===== src/design/hdcc_pkg.sv =====
`timescale 1ns / 1ps
// ----------------------------------------------------------------------------
// hdcc_pkg
// Shared types, register map and text helpers for the calendar clock.
// ----------------------------------------------------------------------------
package hdcc_pkg;

  localparam int unsigned NUM_REGS   = 7;
  localparam int unsigned ADDR_W     = 5;
  localparam int unsigned YEAR_W     = 14;
  localparam int unsigned BCD_W      = 16;
  localparam int unsigned APPLIED_W  = 8;
  localparam logic [7:0]  ASCII_ZERO = 8'd48;

  localparam logic [2:0] REG_START_YEAR    = 3'd0;
  localparam logic [2:0] REG_START_MONTH   = 3'd1;
  localparam logic [2:0] REG_START_DAY     = 3'd2;
  localparam logic [2:0] REG_START_HOUR    = 3'd3;
  localparam logic [2:0] REG_START_MINUTE  = 3'd4;
  localparam logic [2:0] REG_START_SECOND  = 3'd5;
  localparam logic [2:0] REG_START_WEEKDAY = 3'd6;

  localparam logic [13:0] MAX_YEAR     = 14'd9999;
  localparam logic [3:0]  MONTHS       = 4'd12;
  localparam logic [4:0]  HOURS_LAST   = 5'd23;
  localparam logic [5:0]  SIXTY_LAST   = 6'd59;
  localparam logic [2:0]  WEEKDAY_LAST = 3'd6;
  localparam logic [3:0]  CONV_LAST    = 4'(YEAR_W - 1);

  typedef struct packed {
    logic [13:0] year;
    logic [3:0]  month;
    logic [4:0]  day;
    logic [4:0]  hour;
    logic [5:0]  minute;
    logic [5:0]  second;
    logic [2:0]  weekday;
  } start_cfg_t;

  typedef struct packed {
    logic start_adv;
    logic start_load;
    logic conv_step;
    logic tick;
    logic capture;
  } hdcc_cmd_t;

  typedef struct packed {
    logic rem_zero;
    logic conv_last;
  } hdcc_sts_t;

  function automatic logic [15:0] two_digits(input logic [5:0] v);
    logic [9:0] prod;
    logic [2:0] tens;
    logic [5:0] ones;
    begin
      prod = 10'(v) * 10'd13;
      tens = prod[9:7];
      ones = v - 6'(tens) * 6'd10;
      return {ASCII_ZERO | 8'(tens), ASCII_ZERO | 8'(ones[3:0])};
    end
  endfunction

  function automatic logic div4_pair(input logic [3:0] t, input logic [3:0] o);
    begin
      if (!t[0]) begin
        return (o == 4'd0) || (o == 4'd4) || (o == 4'd8);
      end
      return (o == 4'd2) || (o == 4'd6);
    end
  endfunction

  function automatic logic is_leap(input logic [15:0] y);
    logic cent;
    begin
      cent = (y[7:4] == 4'd0) && (y[3:0] == 4'd0);
      return div4_pair(y[7:4], y[3:0]) && (!cent || div4_pair(y[15:12], y[11:8]));
    end
  endfunction

  function automatic logic [4:0] days_in_month(input logic [3:0] m, input logic leap);
    begin
      case (m)
        4'd2:                      return leap ? 5'd29 : 5'd28;
        4'd4, 4'd6, 4'd9, 4'd11:   return 5'd30;
        default:                   return 5'd31;
      endcase
    end
  endfunction

  function automatic logic [23:0] weekday_name(input logic [2:0] w);
    begin
      case (w)
        3'd1:    return "Mon";
        3'd2:    return "Tue";
        3'd3:    return "Wed";
        3'd4:    return "Thu";
        3'd5:    return "Fri";
        3'd6:    return "Sat";
        default: return "Sun";
      endcase
    end
  endfunction

  function automatic logic [23:0] month_name(input logic [3:0] m);
    begin
      case (m)
        4'd1, 4'd13: return "Jan";
        4'd2, 4'd14: return "Feb";
        4'd3, 4'd15: return "Mar";
        4'd5:        return "May";
        4'd6:        return "Jun";
        4'd7:        return "Jul";
        4'd8:        return "Aug";
        4'd9:        return "Sep";
        4'd10:       return "Oct";
        4'd11:       return "Nov";
        4'd12:       return "Dec";
        default:     return "Apr";
      endcase
    end
  endfunction

endpackage


===== src/design/hdcc_ctrl.sv =====
`timescale 1ns / 1ps
// ----------------------------------------------------------------------------
// hdcc_ctrl
// Sequencer: takes a request, runs the year conversion or the second ticks,
// then hands the result to the output register.
// ----------------------------------------------------------------------------
module hdcc_ctrl (
  input  logic              clk,
  input  logic              rst_n,
  input  logic              in_valid,
  input  logic              in_op,
  output logic              in_ready,
  input  logic              out_ready,
  output logic              out_valid,
  input  hdcc_pkg::hdcc_sts_t sts,
  output hdcc_pkg::hdcc_cmd_t cmd
);
  import hdcc_pkg::*;

  localparam logic [1:0] ST_IDLE = 2'd0;
  localparam logic [1:0] ST_CONV = 2'd1;
  localparam logic [1:0] ST_TICK = 2'd2;
  localparam logic [1:0] ST_DONE = 2'd3;

  logic [1:0] state_r, state_nxt;
  logic       out_valid_r, out_valid_nxt;

  always_comb begin
    state_nxt = state_r;
    cmd       = '0;
    in_ready  = 1'b0;
    unique case (state_r)
      ST_IDLE: begin
        in_ready = 1'b1;
        if (in_valid) begin
          if (in_op) begin
            cmd.start_load = 1'b1;
            state_nxt      = ST_CONV;
          end else begin
            cmd.start_adv = 1'b1;
            state_nxt     = ST_TICK;
          end
        end
      end
      ST_CONV: begin
        cmd.conv_step = 1'b1;
        if (sts.conv_last) begin
          state_nxt = ST_DONE;
        end
      end
      ST_TICK: begin
        if (sts.rem_zero) begin
          state_nxt = ST_DONE;
        end else begin
          cmd.tick = 1'b1;
        end
      end
      ST_DONE: begin
        if (!out_valid_r || out_ready) begin
          cmd.capture = 1'b1;
          state_nxt   = ST_IDLE;
        end
      end
      default: state_nxt = ST_IDLE;
    endcase
  end

  always_comb begin
    if (cmd.capture) begin
      out_valid_nxt = 1'b1;
    end else if (out_ready) begin
      out_valid_nxt = 1'b0;
    end else begin
      out_valid_nxt = out_valid_r;
    end
  end

  always_ff @(posedge clk) begin
    if (!rst_n) begin
      state_r     <= ST_IDLE;
      out_valid_r <= 1'b0;
    end else begin
      state_r     <= state_nxt;
      out_valid_r <= out_valid_nxt;
    end
  end

  assign out_valid = out_valid_r;

endmodule


===== src/design/hdcc_dpath.sv =====
`timescale 1ns / 1ps
// ----------------------------------------------------------------------------
// hdcc_dpath
// Calendar counters, year conversion to decimal, tick carries and the
// registered result text.
// ----------------------------------------------------------------------------
module hdcc_dpath #(
  parameter int unsigned ELAPSED_BITS = 8
) (
  input  logic                        clk,
  input  logic                        rst_n,
  input  hdcc_pkg::hdcc_cmd_t         cmd,
  output hdcc_pkg::hdcc_sts_t         sts,
  input  hdcc_pkg::start_cfg_t        cfg,
  input  logic [ELAPSED_BITS-1:0]     in_elapsed_seconds,
  output logic [23:0]                 out_weekday_text,
  output logic [15:0]                 out_day_text,
  output logic [23:0]                 out_month_text,
  output logic [31:0]                 out_year_text,
  output logic [15:0]                 out_hour_text,
  output logic [15:0]                 out_minute_text,
  output logic [15:0]                 out_second_text,
  output logic [7:0]                  out_seconds_applied
);
  import hdcc_pkg::*;

  logic [5:0]  sec_r, sec_nxt;
  logic [5:0]  min_r, min_nxt;
  logic [4:0]  hour_r, hour_nxt;
  logic [2:0]  wday_r, wday_nxt;
  logic [4:0]  day_r, day_nxt;
  logic [3:0]  mon_r, mon_nxt;
  logic [15:0] year_r, year_nxt;
  logic [13:0] ybin_r, ybin_nxt;
  logic [3:0]  conv_cnt_r, conv_cnt_nxt;
  logic [ELAPSED_BITS-1:0] rem_r, rem_nxt;
  logic [APPLIED_W-1:0]    applied_r, applied_nxt;

  logic [15:0] year_inc;
  logic [15:0] bcd_adj;
  logic        carry;

  logic [23:0] wtxt_r;
  logic [15:0] dtxt_r;
  logic [23:0] mtxt_r;
  logic [31:0] ytxt_r;
  logic [15:0] htxt_r;
  logic [15:0] itxt_r;
  logic [15:0] stxt_r;
  logic [7:0]  atxt_r;

  always_comb begin
    carry = 1'b1;
    for (int i = 0; i < 4; i++) begin
      if (carry) begin
        if (year_r[4*i +: 4] == 4'd9) begin
          year_inc[4*i +: 4] = 4'd0;
        end else begin
          year_inc[4*i +: 4] = year_r[4*i +: 4] + 4'd1;
          carry = 1'b0;
        end
      end else begin
        year_inc[4*i +: 4] = year_r[4*i +: 4];
      end
    end
  end

  always_comb begin
    for (int i = 0; i < 4; i++) begin
      bcd_adj[4*i +: 4] = (year_r[4*i +: 4] >= 4'd5) ? year_r[4*i +: 4] + 4'd3
                                                     : year_r[4*i +: 4];
    end
  end

  always_comb begin
    sec_nxt      = sec_r;
    min_nxt      = min_r;
    hour_nxt     = hour_r;
    wday_nxt     = wday_r;
    day_nxt      = day_r;
    mon_nxt      = mon_r;
    year_nxt     = year_r;
    ybin_nxt     = ybin_r;
    conv_cnt_nxt = conv_cnt_r;
    rem_nxt      = rem_r;
    applied_nxt  = applied_r;
    if (cmd.start_adv) begin
      rem_nxt     = in_elapsed_seconds;
      applied_nxt = APPLIED_W'(in_elapsed_seconds);
    end
    if (cmd.start_load) begin
      applied_nxt  = '0;
      ybin_nxt     = (cfg.year > MAX_YEAR) ? MAX_YEAR : cfg.year;
      year_nxt     = '0;
      conv_cnt_nxt = '0;
      mon_nxt      = (cfg.month == 4'd0) ? 4'd1 : ((cfg.month > MONTHS) ? MONTHS : cfg.month);
      day_nxt      = (cfg.day == 5'd0) ? 5'd1 : cfg.day;
      hour_nxt     = (cfg.hour > HOURS_LAST) ? HOURS_LAST : cfg.hour;
      min_nxt      = (cfg.minute > SIXTY_LAST) ? SIXTY_LAST : cfg.minute;
      sec_nxt      = (cfg.second > SIXTY_LAST) ? SIXTY_LAST : cfg.second;
      wday_nxt     = (cfg.weekday > WEEKDAY_LAST) ? WEEKDAY_LAST : cfg.weekday;
    end
    if (cmd.conv_step) begin
      year_nxt     = {bcd_adj[14:0], ybin_r[YEAR_W-1]};
      ybin_nxt     = {ybin_r[YEAR_W-2:0], 1'b0};
      conv_cnt_nxt = conv_cnt_r + 4'd1;
    end
    if (cmd.tick) begin
      rem_nxt = rem_r - ELAPSED_BITS'(1);
      if (sec_r != SIXTY_LAST) begin
        sec_nxt = sec_r + 6'd1;
      end else begin
        sec_nxt = '0;
        if (min_r != SIXTY_LAST) begin
          min_nxt = min_r + 6'd1;
        end else begin
          min_nxt = '0;
          if (hour_r < HOURS_LAST) begin
            hour_nxt = hour_r + 5'd1;
          end else begin
            hour_nxt = '0;
            wday_nxt = (wday_r >= WEEKDAY_LAST) ? 3'd0 : wday_r + 3'd1;
            if (day_r < days_in_month(mon_r, is_leap(year_r))) begin
              day_nxt = day_r + 5'd1;
            end else begin
              day_nxt = 5'd1;
              if (mon_r < MONTHS) begin
                mon_nxt = mon_r + 4'd1;
              end else begin
                mon_nxt  = 4'd1;
                year_nxt = year_inc;
              end
            end
          end
        end
      end
    end
  end

  always_ff @(posedge clk) begin
    if (!rst_n) begin
      sec_r      <= '0;
      min_r      <= '0;
      hour_r     <= '0;
      wday_r     <= 3'd4;
      day_r      <= 5'd1;
      mon_r      <= 4'd1;
      year_r     <= 16'h1970;
      ybin_r     <= '0;
      conv_cnt_r <= '0;
      rem_r      <= '0;
      applied_r  <= '0;
    end else begin
      sec_r      <= sec_nxt;
      min_r      <= min_nxt;
      hour_r     <= hour_nxt;
      wday_r     <= wday_nxt;
      day_r      <= day_nxt;
      mon_r      <= mon_nxt;
      year_r     <= year_nxt;
      ybin_r     <= ybin_nxt;
      conv_cnt_r <= conv_cnt_nxt;
      rem_r      <= rem_nxt;
      applied_r  <= applied_nxt;
    end
  end

  always_ff @(posedge clk) begin
    if (cmd.capture) begin
      wtxt_r <= weekday_name(wday_r);
      dtxt_r <= two_digits({1'b0, day_r});
      mtxt_r <= month_name(mon_r);
      ytxt_r <= {ASCII_ZERO | {4'd0, year_r[15:12]}, ASCII_ZERO | {4'd0, year_r[11:8]},
                 ASCII_ZERO | {4'd0, year_r[7:4]},   ASCII_ZERO | {4'd0, year_r[3:0]}};
      htxt_r <= two_digits({1'b0, hour_r});
      itxt_r <= two_digits(min_r);
      stxt_r <= two_digits(sec_r);
      atxt_r <= applied_r;
    end
  end

  assign sts.rem_zero  = (rem_r == '0);
  assign sts.conv_last = (conv_cnt_r == CONV_LAST);

  assign out_weekday_text    = wtxt_r;
  assign out_day_text        = dtxt_r;
  assign out_month_text      = mtxt_r;
  assign out_year_text       = ytxt_r;
  assign out_hour_text       = htxt_r;
  assign out_minute_text     = itxt_r;
  assign out_second_text     = stxt_r;
  assign out_seconds_applied = atxt_r;

endmodule


===== src/design/http_date_calendar_clock.sv =====
`timescale 1ns / 1ps
// ----------------------------------------------------------------------------
// http_date_calendar_clock
// Gregorian calendar clock with HTTP-date text results and APB start registers.
//
//   channel  handshake               payload
//   in       in_valid / in_ready     in_op, in_elapsed_seconds
//   out      out_valid / out_ready   out_*_text, out_seconds_applied
//   cfg      psel, penable, pwrite   paddr, pwdata, prdata (pready tied high)
//
// A load request runs accept, 14 year conversion steps and the result.
// An advance request runs accept, one tick per second, the zero check and the
// result. One request at a time; a new request is taken while the previous
// result still waits in the output register. Reset is synchronous and gives the
// calendar counters Thu 01 Jan 1970 00:00:00 and the reset start values.
// ----------------------------------------------------------------------------
module http_date_calendar_clock #(
  parameter int unsigned ELAPSED_BITS = 8
) (
  input  logic                    clk,
  input  logic                    rst_n,
  input  logic                    in_valid,
  output logic                    in_ready,
  input  logic                    in_op,
  input  logic [ELAPSED_BITS-1:0] in_elapsed_seconds,
  output logic                    out_valid,
  input  logic                    out_ready,
  output logic [23:0]             out_weekday_text,
  output logic [15:0]             out_day_text,
  output logic [23:0]             out_month_text,
  output logic [31:0]             out_year_text,
  output logic [15:0]             out_hour_text,
  output logic [15:0]             out_minute_text,
  output logic [15:0]             out_second_text,
  output logic [7:0]              out_seconds_applied,
  input  logic                    psel,
  input  logic                    penable,
  input  logic                    pwrite,
  input  logic [hdcc_pkg::ADDR_W-1:0] paddr,
  input  logic [31:0]             pwdata,
  output logic [31:0]             prdata,
  output logic                    pready
);
  import hdcc_pkg::*;

  start_cfg_t cfg_r, cfg_nxt;
  hdcc_cmd_t  cmd;
  hdcc_sts_t  sts;
  logic [2:0] reg_idx;
  logic       wr_en;

  assign pready  = 1'b1;
  assign reg_idx = paddr[ADDR_W-1:2];
  assign wr_en   = psel && penable && pwrite && pready;

  always_comb begin
    cfg_nxt = cfg_r;
    if (wr_en) begin
      unique case (reg_idx)
        REG_START_YEAR:    cfg_nxt.year    = pwdata[13:0];
        REG_START_MONTH:   cfg_nxt.month   = pwdata[3:0];
        REG_START_DAY:     cfg_nxt.day     = pwdata[4:0];
        REG_START_HOUR:    cfg_nxt.hour    = pwdata[4:0];
        REG_START_MINUTE:  cfg_nxt.minute  = pwdata[5:0];
        REG_START_SECOND:  cfg_nxt.second  = pwdata[5:0];
        REG_START_WEEKDAY: cfg_nxt.weekday = pwdata[2:0];
        default:           cfg_nxt = cfg_r;
      endcase
    end
  end

  always_comb begin
    unique case (reg_idx)
      REG_START_YEAR:    prdata = 32'(cfg_r.year);
      REG_START_MONTH:   prdata = 32'(cfg_r.month);
      REG_START_DAY:     prdata = 32'(cfg_r.day);
      REG_START_HOUR:    prdata = 32'(cfg_r.hour);
      REG_START_MINUTE:  prdata = 32'(cfg_r.minute);
      REG_START_SECOND:  prdata = 32'(cfg_r.second);
      REG_START_WEEKDAY: prdata = 32'(cfg_r.weekday);
      default:           prdata = '0;
    endcase
  end

  always_ff @(posedge clk) begin
    if (!rst_n) begin
      cfg_r.year    <= 14'd1970;
      cfg_r.month   <= 4'd1;
      cfg_r.day     <= 5'd1;
      cfg_r.hour    <= '0;
      cfg_r.minute  <= '0;
      cfg_r.second  <= '0;
      cfg_r.weekday <= 3'd4;
    end else begin
      cfg_r <= cfg_nxt;
    end
  end

  hdcc_ctrl u_ctrl (
    .clk       (clk),
    .rst_n     (rst_n),
    .in_valid  (in_valid),
    .in_op     (in_op),
    .in_ready  (in_ready),
    .out_ready (out_ready),
    .out_valid (out_valid),
    .sts       (sts),
    .cmd       (cmd)
  );

  hdcc_dpath #(
    .ELAPSED_BITS (ELAPSED_BITS)
  ) u_dpath (
    .clk                 (clk),
    .rst_n               (rst_n),
    .cmd                 (cmd),
    .sts                 (sts),
    .cfg                 (cfg_r),
    .in_elapsed_seconds  (in_elapsed_seconds),
    .out_weekday_text    (out_weekday_text),
    .out_day_text        (out_day_text),
    .out_month_text      (out_month_text),
    .out_year_text       (out_year_text),
    .out_hour_text       (out_hour_text),
    .out_minute_text     (out_minute_text),
    .out_second_text     (out_second_text),
    .out_seconds_applied (out_seconds_applied)
  );

endmodule

===== config.mk =====
export PLATFORM = sky130hd
export DESIGN_NAME = http_date_calendar_clock
export DESIGN_NICKNAME = d
export VERILOG_FILES = /design/src/design/hdcc_pkg.sv /design/src/design/hdcc_ctrl.sv /design/src/design/hdcc_dpath.sv /design/src/design/http_date_calendar_clock.sv
export SDC_FILE = /design/constraint.sdc
export NUM_CORES = 1
export LEC_CHECK = 0
export BUFFER_PORTS_ARGS = -buffer_cell sky130_fd_sc_hd__buf_2
export CORE_MARGIN = 8
export CORE_UTILIZATION = 40
export DETAILED_ROUTE_END_ITERATION = 7
export GPL_ROUTABILITY_DRIVEN = 1
export PLACE_DENSITY_LB_ADDON = 0.15
export SLEW_MARGIN = 15
export SYNTH_ARGS = -nofsm -noshare
export SYNTH_HDL_FRONTEND = slang
export SYNTH_SLANG_ARGS = --single-unit

===== constraint.sdc =====
create_clock -name clk -period 4.6 [get_ports clk]
set_input_delay 0.69 -clock clk [delete_from_list [all_inputs] [get_ports clk]]
set_output_delay 0.69 -clock clk [all_outputs]
set_load 0.05 [all_outputs]

==> flow_summary.ini, run 1 <==
[floorplanning]
start_util_pct = 40.8
ios = 240
coreArea_mm2 = 0.0297
die_w_um = 190
dieArea_mm2 = 0.0361
die_h_um = 190
row_count = 63

[status]
status = completed

[timing]
clock.fmax_mhz = 271
min_period_ns = 3.69
setup_violations = 0
holdWs_ns = 0.391
drv_slew = 0
final-hold-violation-count = 0
tightest_slew_ns = 0.859
grt_setup_unrepaired = no
post-route-period-util_pct = 80.2
fin_skew_ns = 0.00941
worst_slew_margin_rel_pct = 42.3
finalSetupTns_ns = 0

[finish]
drive_gt1_share_pct = 16.0
multiInputGateArea_mm2 = 0.00637
mostFrequentLayoutCell = nand2_1
nFillCells = 2883
final_nets = 1562
register_area_mm2 = 0.00490
layout_common_cells = nand2_1 (146), buf_2 (128), dfxtp_1 (125), nor2_1 (108), ha_1 (96)
syn2layout_area_growth_pct = 13.0

[worst_setup_path]
cp-start-kind = flip-flop
max_stage_delay_ns = 0.50
worstPathCellList = ha_1 -> fa_1 -> ha_1 -> nand4_1 -> a211oi_1 -> xor2_1 -> ha_1 -> inv_1 -> fa_1 -> xnor2_1 -> xnor2_1 -> xnor2_1
cp_max_fo = 8
end_kind = flip-flop
worst_path_dominant_cell_family = adder cells
worst-path-buf-inv = 1
worstPathArrival_ns = 3.95
cp.required_ns = 4.86
cp_slowest_cell = dfxtp_1
critPathKind = flip-flop to flip-flop

[synth]
ys_ff_latch = 205
yosysWarnings = 0
ys_seq_area_share_pct = 40.5
yosysTopAreaCell = dfxtp_1
synth_area_mm2 = 0.0121
synth-edff-count = 80
synth_top_area_share_pct = 20.7
async_flop_share_pct = 0
ys_top_cells_by_area = dfxtp_1 (21%), edfxtp_1 (20%), ha_1 (9.9%)
ys_types = 78
ys.flop_type = dfxtp_1
syn_inst = 1300
syn_avg_cell_area_um2 = 9.32

[global_routing]
grt_pass1_wl_mm = 47.2
grt_pass1_vias = 9127
antenna_found_initial = 0
grt-ovfl-total = 0
grt_max_degree = 57
grtUsageTotal_pct = 15.5

[clock_network]
cts.root.buffer_cell = clkbuf_16
clk_pin_slew_ns = 0.06
cts_buffers = 25
cts_hold_buf = 0
clock_latency_ns = 0.52
cts_max_level = 1
cts_setup_buffers = 0
cts_tree = yes
clock_sinks = 205
cts_resized = 0
max-clock-path-buffers = 3

[power]
p_int_uw = 4000
p_seq_share_pct = 37.8
pwr-share-clk_pct = 35.8
peakVddDrop_v = 0.000249
switching_share_pct = 34.2
p_leak_uw = 0.00586
power.density_mw_per_mm2 = 444
combPwrFrac_pct = 26.4
p_switching_uw = 2070

[drt]
wl_per_cell_um = 16.0
viasPerCell = 5.11
vias = 9252
drt_iter0_drc = 499
first_pass_iters = 4
drt-total-wl_mm = 29.0
antenna_left = 0
drcViolationCount = 0

[placed_design]
io_buffers = 128
routabilityCongestion = 0.826
dp_hpwl_mm = 21.0

[flow_run]
maxCapViolCount = 0

[worst_hold_path]
holdCritPathClass = input pin to flip-flop
-- worst min-delay path, cell delays in order --
cell,delay [ns]
buf_2,0.08
nand2_1,0.04
nand3_1,0.06
-- stage by stage --
stage,cells,power [uW],cell area (um^2),setup WS [ns],util [%]
5_1_grt,1811,6410,13700,0.676,46.0
3_5_place_dp,1766,3940,12800,0.888,42.9
3_3_place_gp,1766,3920,12800,0.936,42.9
4_1_cts,1811,6140,13700,0.892,46.0
6_report,1812,6070,13700,0.911,46.0
2_1_floorplan,1389,3630,12400,1.20,-
-- power by group through the flow --
stage / clock (uW) / combinational, uW / sequential [uW]
floorplan: 0 / 1200 / 2430
global placement: 0 / 1590 / 2330
detailed placement: 0 / 1610 / 2330
CTS: 2230 / 1610 / 2290
global route: 2310 / 1780 / 2320
finish: 2170 / 1600 / 2300
-- synth_stat cells, drive strengths merged, types with 3 or more instances --
cell	n
nand3b	7
and3	8
nand2	146
and4	4
a211oi	19
a21oi	91
nor3	38
mux2	11
clkbuf	48
xor2	14
ha	96
o221ai	11
nand3	33
buf	107
nand4	11
o2111ai	3
or3	8
or2	5
o21a	3
nor2b	8
a22oi	4
nor4	6
mux2i	47
o211ai	10
a21o	5
fa	10
nor2	111
o21ai	47
xnor2	24
a221oi	9
a41o	3
and2	14
nor3b	4
edfxtp	80
a311oi	9
nand2b	8
o22ai	4
inv	62
a31oi	16
dfxtp	125
-- final timing paths --
kind                        startpoint                             end  slack (ns)  cells past startpoint
setup / recovery      u_dpath.sec_r[0]      u_dpath.out_second_text[3]        0.91                     12
hold / removal               pwdata[7]                       cfg_r[36]        0.39                      3
setup reg to reg      u_dpath.sec_r[0]      u_dpath.out_second_text[3]        0.91                     12
hold reg to reg   u_dpath.applied_r[4]  u_dpath.out_seconds_applied[4]        0.43                      0
-- kinds of logic (layout without fill, tap and decap cells) --
kind of cell / Yosys count / after routing / share of synthesized area (%)
buffers and inverters: 218 / 250 / 9.84
other: 2 / 92 / 0.0620
AOI/OAI and AO/OA: 256 / 256 / 14.1
DFF: 205 / 205 / 40.5
xor gates and xnor gates: 38 / 38 / 2.75
and+or+nand+nor: 416 / 416 / 16.1
adders and majority gates: 106 / 106 / 11.6
muxes: 59 / 59 / 5.09
-- registers in the layout (all words and copies together) (netlist names), 4 cells and up --
register                     cells
cfg_r                           43
u_dpath.out_year_text           16
u_dpath.year_r                  16
u_dpath.out_month_text          15
u_dpath.out_weekday_text        15
u_dpath.ybin_r                  14
u_dpath.applied_r                8
u_dpath.out_seconds_applied      8
u_dpath.rem_r                    8
u_dpath.out_minute_text          7
u_dpath.out_second_text          7
u_dpath.min_r                    6
u_dpath.out_day_text             6
u_dpath.out_hour_text            6
u_dpath.sec_r                    6
u_dpath.day_r                    5
u_dpath.hour_r                   5
u_dpath.conv_cnt_r               4
u_dpath.mon_r                    4
-- cell type report --
| type | count | area share (%) |
|---|---|---|
| diodes | 1 | 0.0183 |
| inverters | 63 | 1.73 |
| flip-flops and latches | 205 | 35.8 |
| repair buffers | 142 | 5.54 |
| well taps | 390 | 3.57 |
| clock buffers | 32 | 5.29 |
| multi-input cells | 966 | 46.5 |
| clock inverters | 13 | 1.47 |
-- per-layer routing --
| layer | global-route usage, % | up-vias | share of wire, % |
|---|---|---|---|
| met1 | 21.8 | 4315 | 49 |
| li1 | - | 4640 | - |
| met4 | 3.52 | 0 | 1.4 |
| met2 | 24.5 | 271 | 44 |
| met3 | 2.82 | 26 | 5.8 |
| met5 | 0 | - | 0 |
No activity file was read; power rests on OpenSTA's default activity.
==> run 2, diff against run 1 <==
Settings changed: ABC_AREA from default to 1.
Clock period 4.6 ns to 3.63 ns, I/O delays scaled along.
==> flow_summary.ini, run 2 <==
[status]
status = completed

[timing]
finalSetupTns_ns = 0
setup_violations = 0
worst_slew_margin_rel_pct = 46.3
tightest_slew_ns = 0.803
drv_slew = 0
holdWs_ns = 0.242
min_period_ns = 3.38
grt_setup_unrepaired = no
clock.fmax_mhz = 296
fin_skew_ns = 0.0107
post-route-period-util_pct = 93.2
final-hold-violation-count = 0

[finish]
drive_gt1_share_pct = 16.2
diodes = 0
mostFrequentLayoutCell = nand2_1
layout_common_cells = nand2_1 (218), inv_1 (168), buf_2 (128), nor2_1 (125), dfxtp_1 (125)
regMostFlops = cfg_r
nFillCells = 2928
largest_reg_flops = 43
syn2layout_area_growth_pct = 12.9
register_area_mm2 = 0.00490
final_nets = 1713
multiInputGateArea_mm2 = 0.00593

[clock_network]
max-clock-path-buffers = 3
clk_pin_slew_ns = 0.06
clock_latency_ns = 0.53
cts.root.buffer_cell = clkbuf_16
clock_sinks = 205
cts_tree = yes
cts_setup_buffers = 0
cts_resized = 0
cts_hold_buf = 0
cts_max_level = 1
cts_buffers = 25

[global_routing]
use_met3_pct = 3.15
grt-ovfl-total = 0
busiest_layer = met2
grt_max_degree = 50
met1_usage_pct = 22.5
grt_pass1_vias = 9704
use_met2_pct = 26.1
antenna_found_initial = 0
grt_pass1_wl_mm = 49.5
grtUsageTotal_pct = 16.3

[synth]
syn_inst = 1422
synth_top_area_share_pct = 20.7
ys_types = 59
async_flop_share_pct = 0
ys_ff_latch = 205
synth-edff-count = 80
synth_area_mm2 = 0.0121
ys.flop_type = dfxtp_1
ys_top_cells_by_area = dfxtp_1 (21%), edfxtp_1 (20%), ha_1 (9.9%)
synth.most_common_cell = nand2_1
yosysWarnings = 0
syn_avg_cell_area_um2 = 8.50
ys_seq_area_share_pct = 40.6
synth_common_cells = nand2_1 (218), inv_1 (168), dfxtp_1 (125), nor2_1 (125), o21ai_0 (114)
yosysTopAreaCell = dfxtp_1

[drt]
viasPerCell = 4.92
first_pass_iters = 4
antenna_left = 0
drt_iter0_drc = 584
wl_per_cell_um = 15.2
vias = 9650
drcViolationCount = 0
drt-total-wl_mm = 29.9

[floorplanning]
row_count = 63
die_h_um = 190
start_util_pct = 40.7
coreArea_mm2 = 0.0297
dieArea_mm2 = 0.0360
ios = 240
die_w_um = 190

[placed_design]
dp_hpwl_mm = 21.7
routabilityCongestion = 0.831
io_buffers = 128

[worst_setup_path]
max_stage_delay_ns = 0.47
crit_start = u_dpath.sec_r[1]
end_kind = flip-flop
critPathKind = flip-flop to flip-flop
worstPathArrival_ns = 3.66
r2r_cells = 16
cp.required_ns = 3.90
worstPathCellList = ha_1 -> fa_1 -> ha_1 -> nand3_1 -> nor2_1 -> nor2_1 -> o21ai_1 -> or2_2 -> nand2_1 -> inv_1 -> ha_1 -> inv_1 -> fa_1 -> xnor2_1 -> xor2_1 -> xnor2_1
cp_slowest_cell = fa_1
crit_top_cell = ha_1
rr_startpoint = u_dpath.sec_r[1]
cp_max_fo = 4
crit_path_end = u_dpath.out_second_text[3]
reg2reg_slack_ns = 0.25
timing.rr.end = u_dpath.out_second_text[3]
cp-start-kind = flip-flop

[power]
p_leak_uw = 0.00633
peakVddDrop_v = 0.000495
power.density_mw_per_mm2 = 584

[worst_hold_path]
holdCritPathClass = input pin to flip-flop

[flow_run]
maxCapViolCount = 0
-- run 2: cell type report --
type	count	area share [%]
inverters	182	5.07
clock inverters	12	1.01
clock buffers	34	5.12
well taps	390	3.58
repair buffers	149	5.85
flip-flops and latches	205	35.9
multi-input cells	991	43.4
-- run 2: layer usage --
| metal | wire length [um] | vias to the layer above |
|---|---|---|
| met2 | 13200 | 265 |
| met1 | 14600 | 4481 |
| li1 | - | 4868 |
| met4 | 444 | 0 |
| met5 | 0 | - |
| met3 | 1670 | 36 |
-- run 2: critical path: cells and delay by family, from the launching register on --
kind	cells	cell delay [ns]
compound gates	1	0.15
xor+xnor	3	0.45
fa+ha+maj	5	1.64
buf+inv	2	0.13
flops	1	0.35
simple gates	5	0.41
-- run 2: logic make-up (layout without fill, tap and decap cells) --
logic type      count (synthesis)  count (layout)  synth area share (%)
xor+xnor                       35              35                  2.54
buf+inv                       315             377                  13.3
fa+ha+maj                     106             106                  11.6
flops                         205             205                  40.6
simple gates                  453             453                  16.7
other cells                     2              91                0.0621
compound gates                306             306                  15.2
-- run 2: per-stage QoR --
step | std cells | instance area, um^2 | setup slack (ns) | utilization, % | power (uW)
floorplan | 1511 | 12400 | 0.266 | - | 4980
global placement | 1917 | 12800 | 0.217 | 43.1 | 5430
detailed placement | 1917 | 12800 | 0.160 | 43.1 | 5450
CTS | 1963 | 13600 | 0.163 | 45.9 | 8030
global route | 1963 | 13600 | 0.0190 | 45.9 | 8460
finish | 1963 | 13600 | 0.247 | 45.9 | 7960
-- run 2: worst min path at each step --
| stage | start | endpoint | slack (ns) | cells after the start |
|---|---|---|---|---|
| after global routing | pwdata[10] | cfg_r[39] | 0.23 | 3 |
| final | pwdata[10] | cfg_r[39] | 0.24 | 3 |
| after CTS | pwdata[10] | cfg_r[39] | 0.21 | 3 |
| after detailed placement | u_dpath.applied_r[6] | u_dpath.out_seconds_applied[6] | 0.42 | 0 |
| after global placement | u_dpath.applied_r[7] | u_dpath.out_seconds_applied[7] | 0.42 | 0 |
| after floorplan | u_dpath.year_r[6] | u_dpath.out_year_text[10] | 0.40 | 0 |
-- run 2: where the power goes --
| group | internal [uW] | switching, uW | total, uW |
|---|---|---|---|
| clock | 1560 | 993 | 2550 |
| sequential | 2720 | 223 | 2940 |
| combinational | 703 | 1770 | 2480 |
| total | 4980 | 2990 | 7960 |
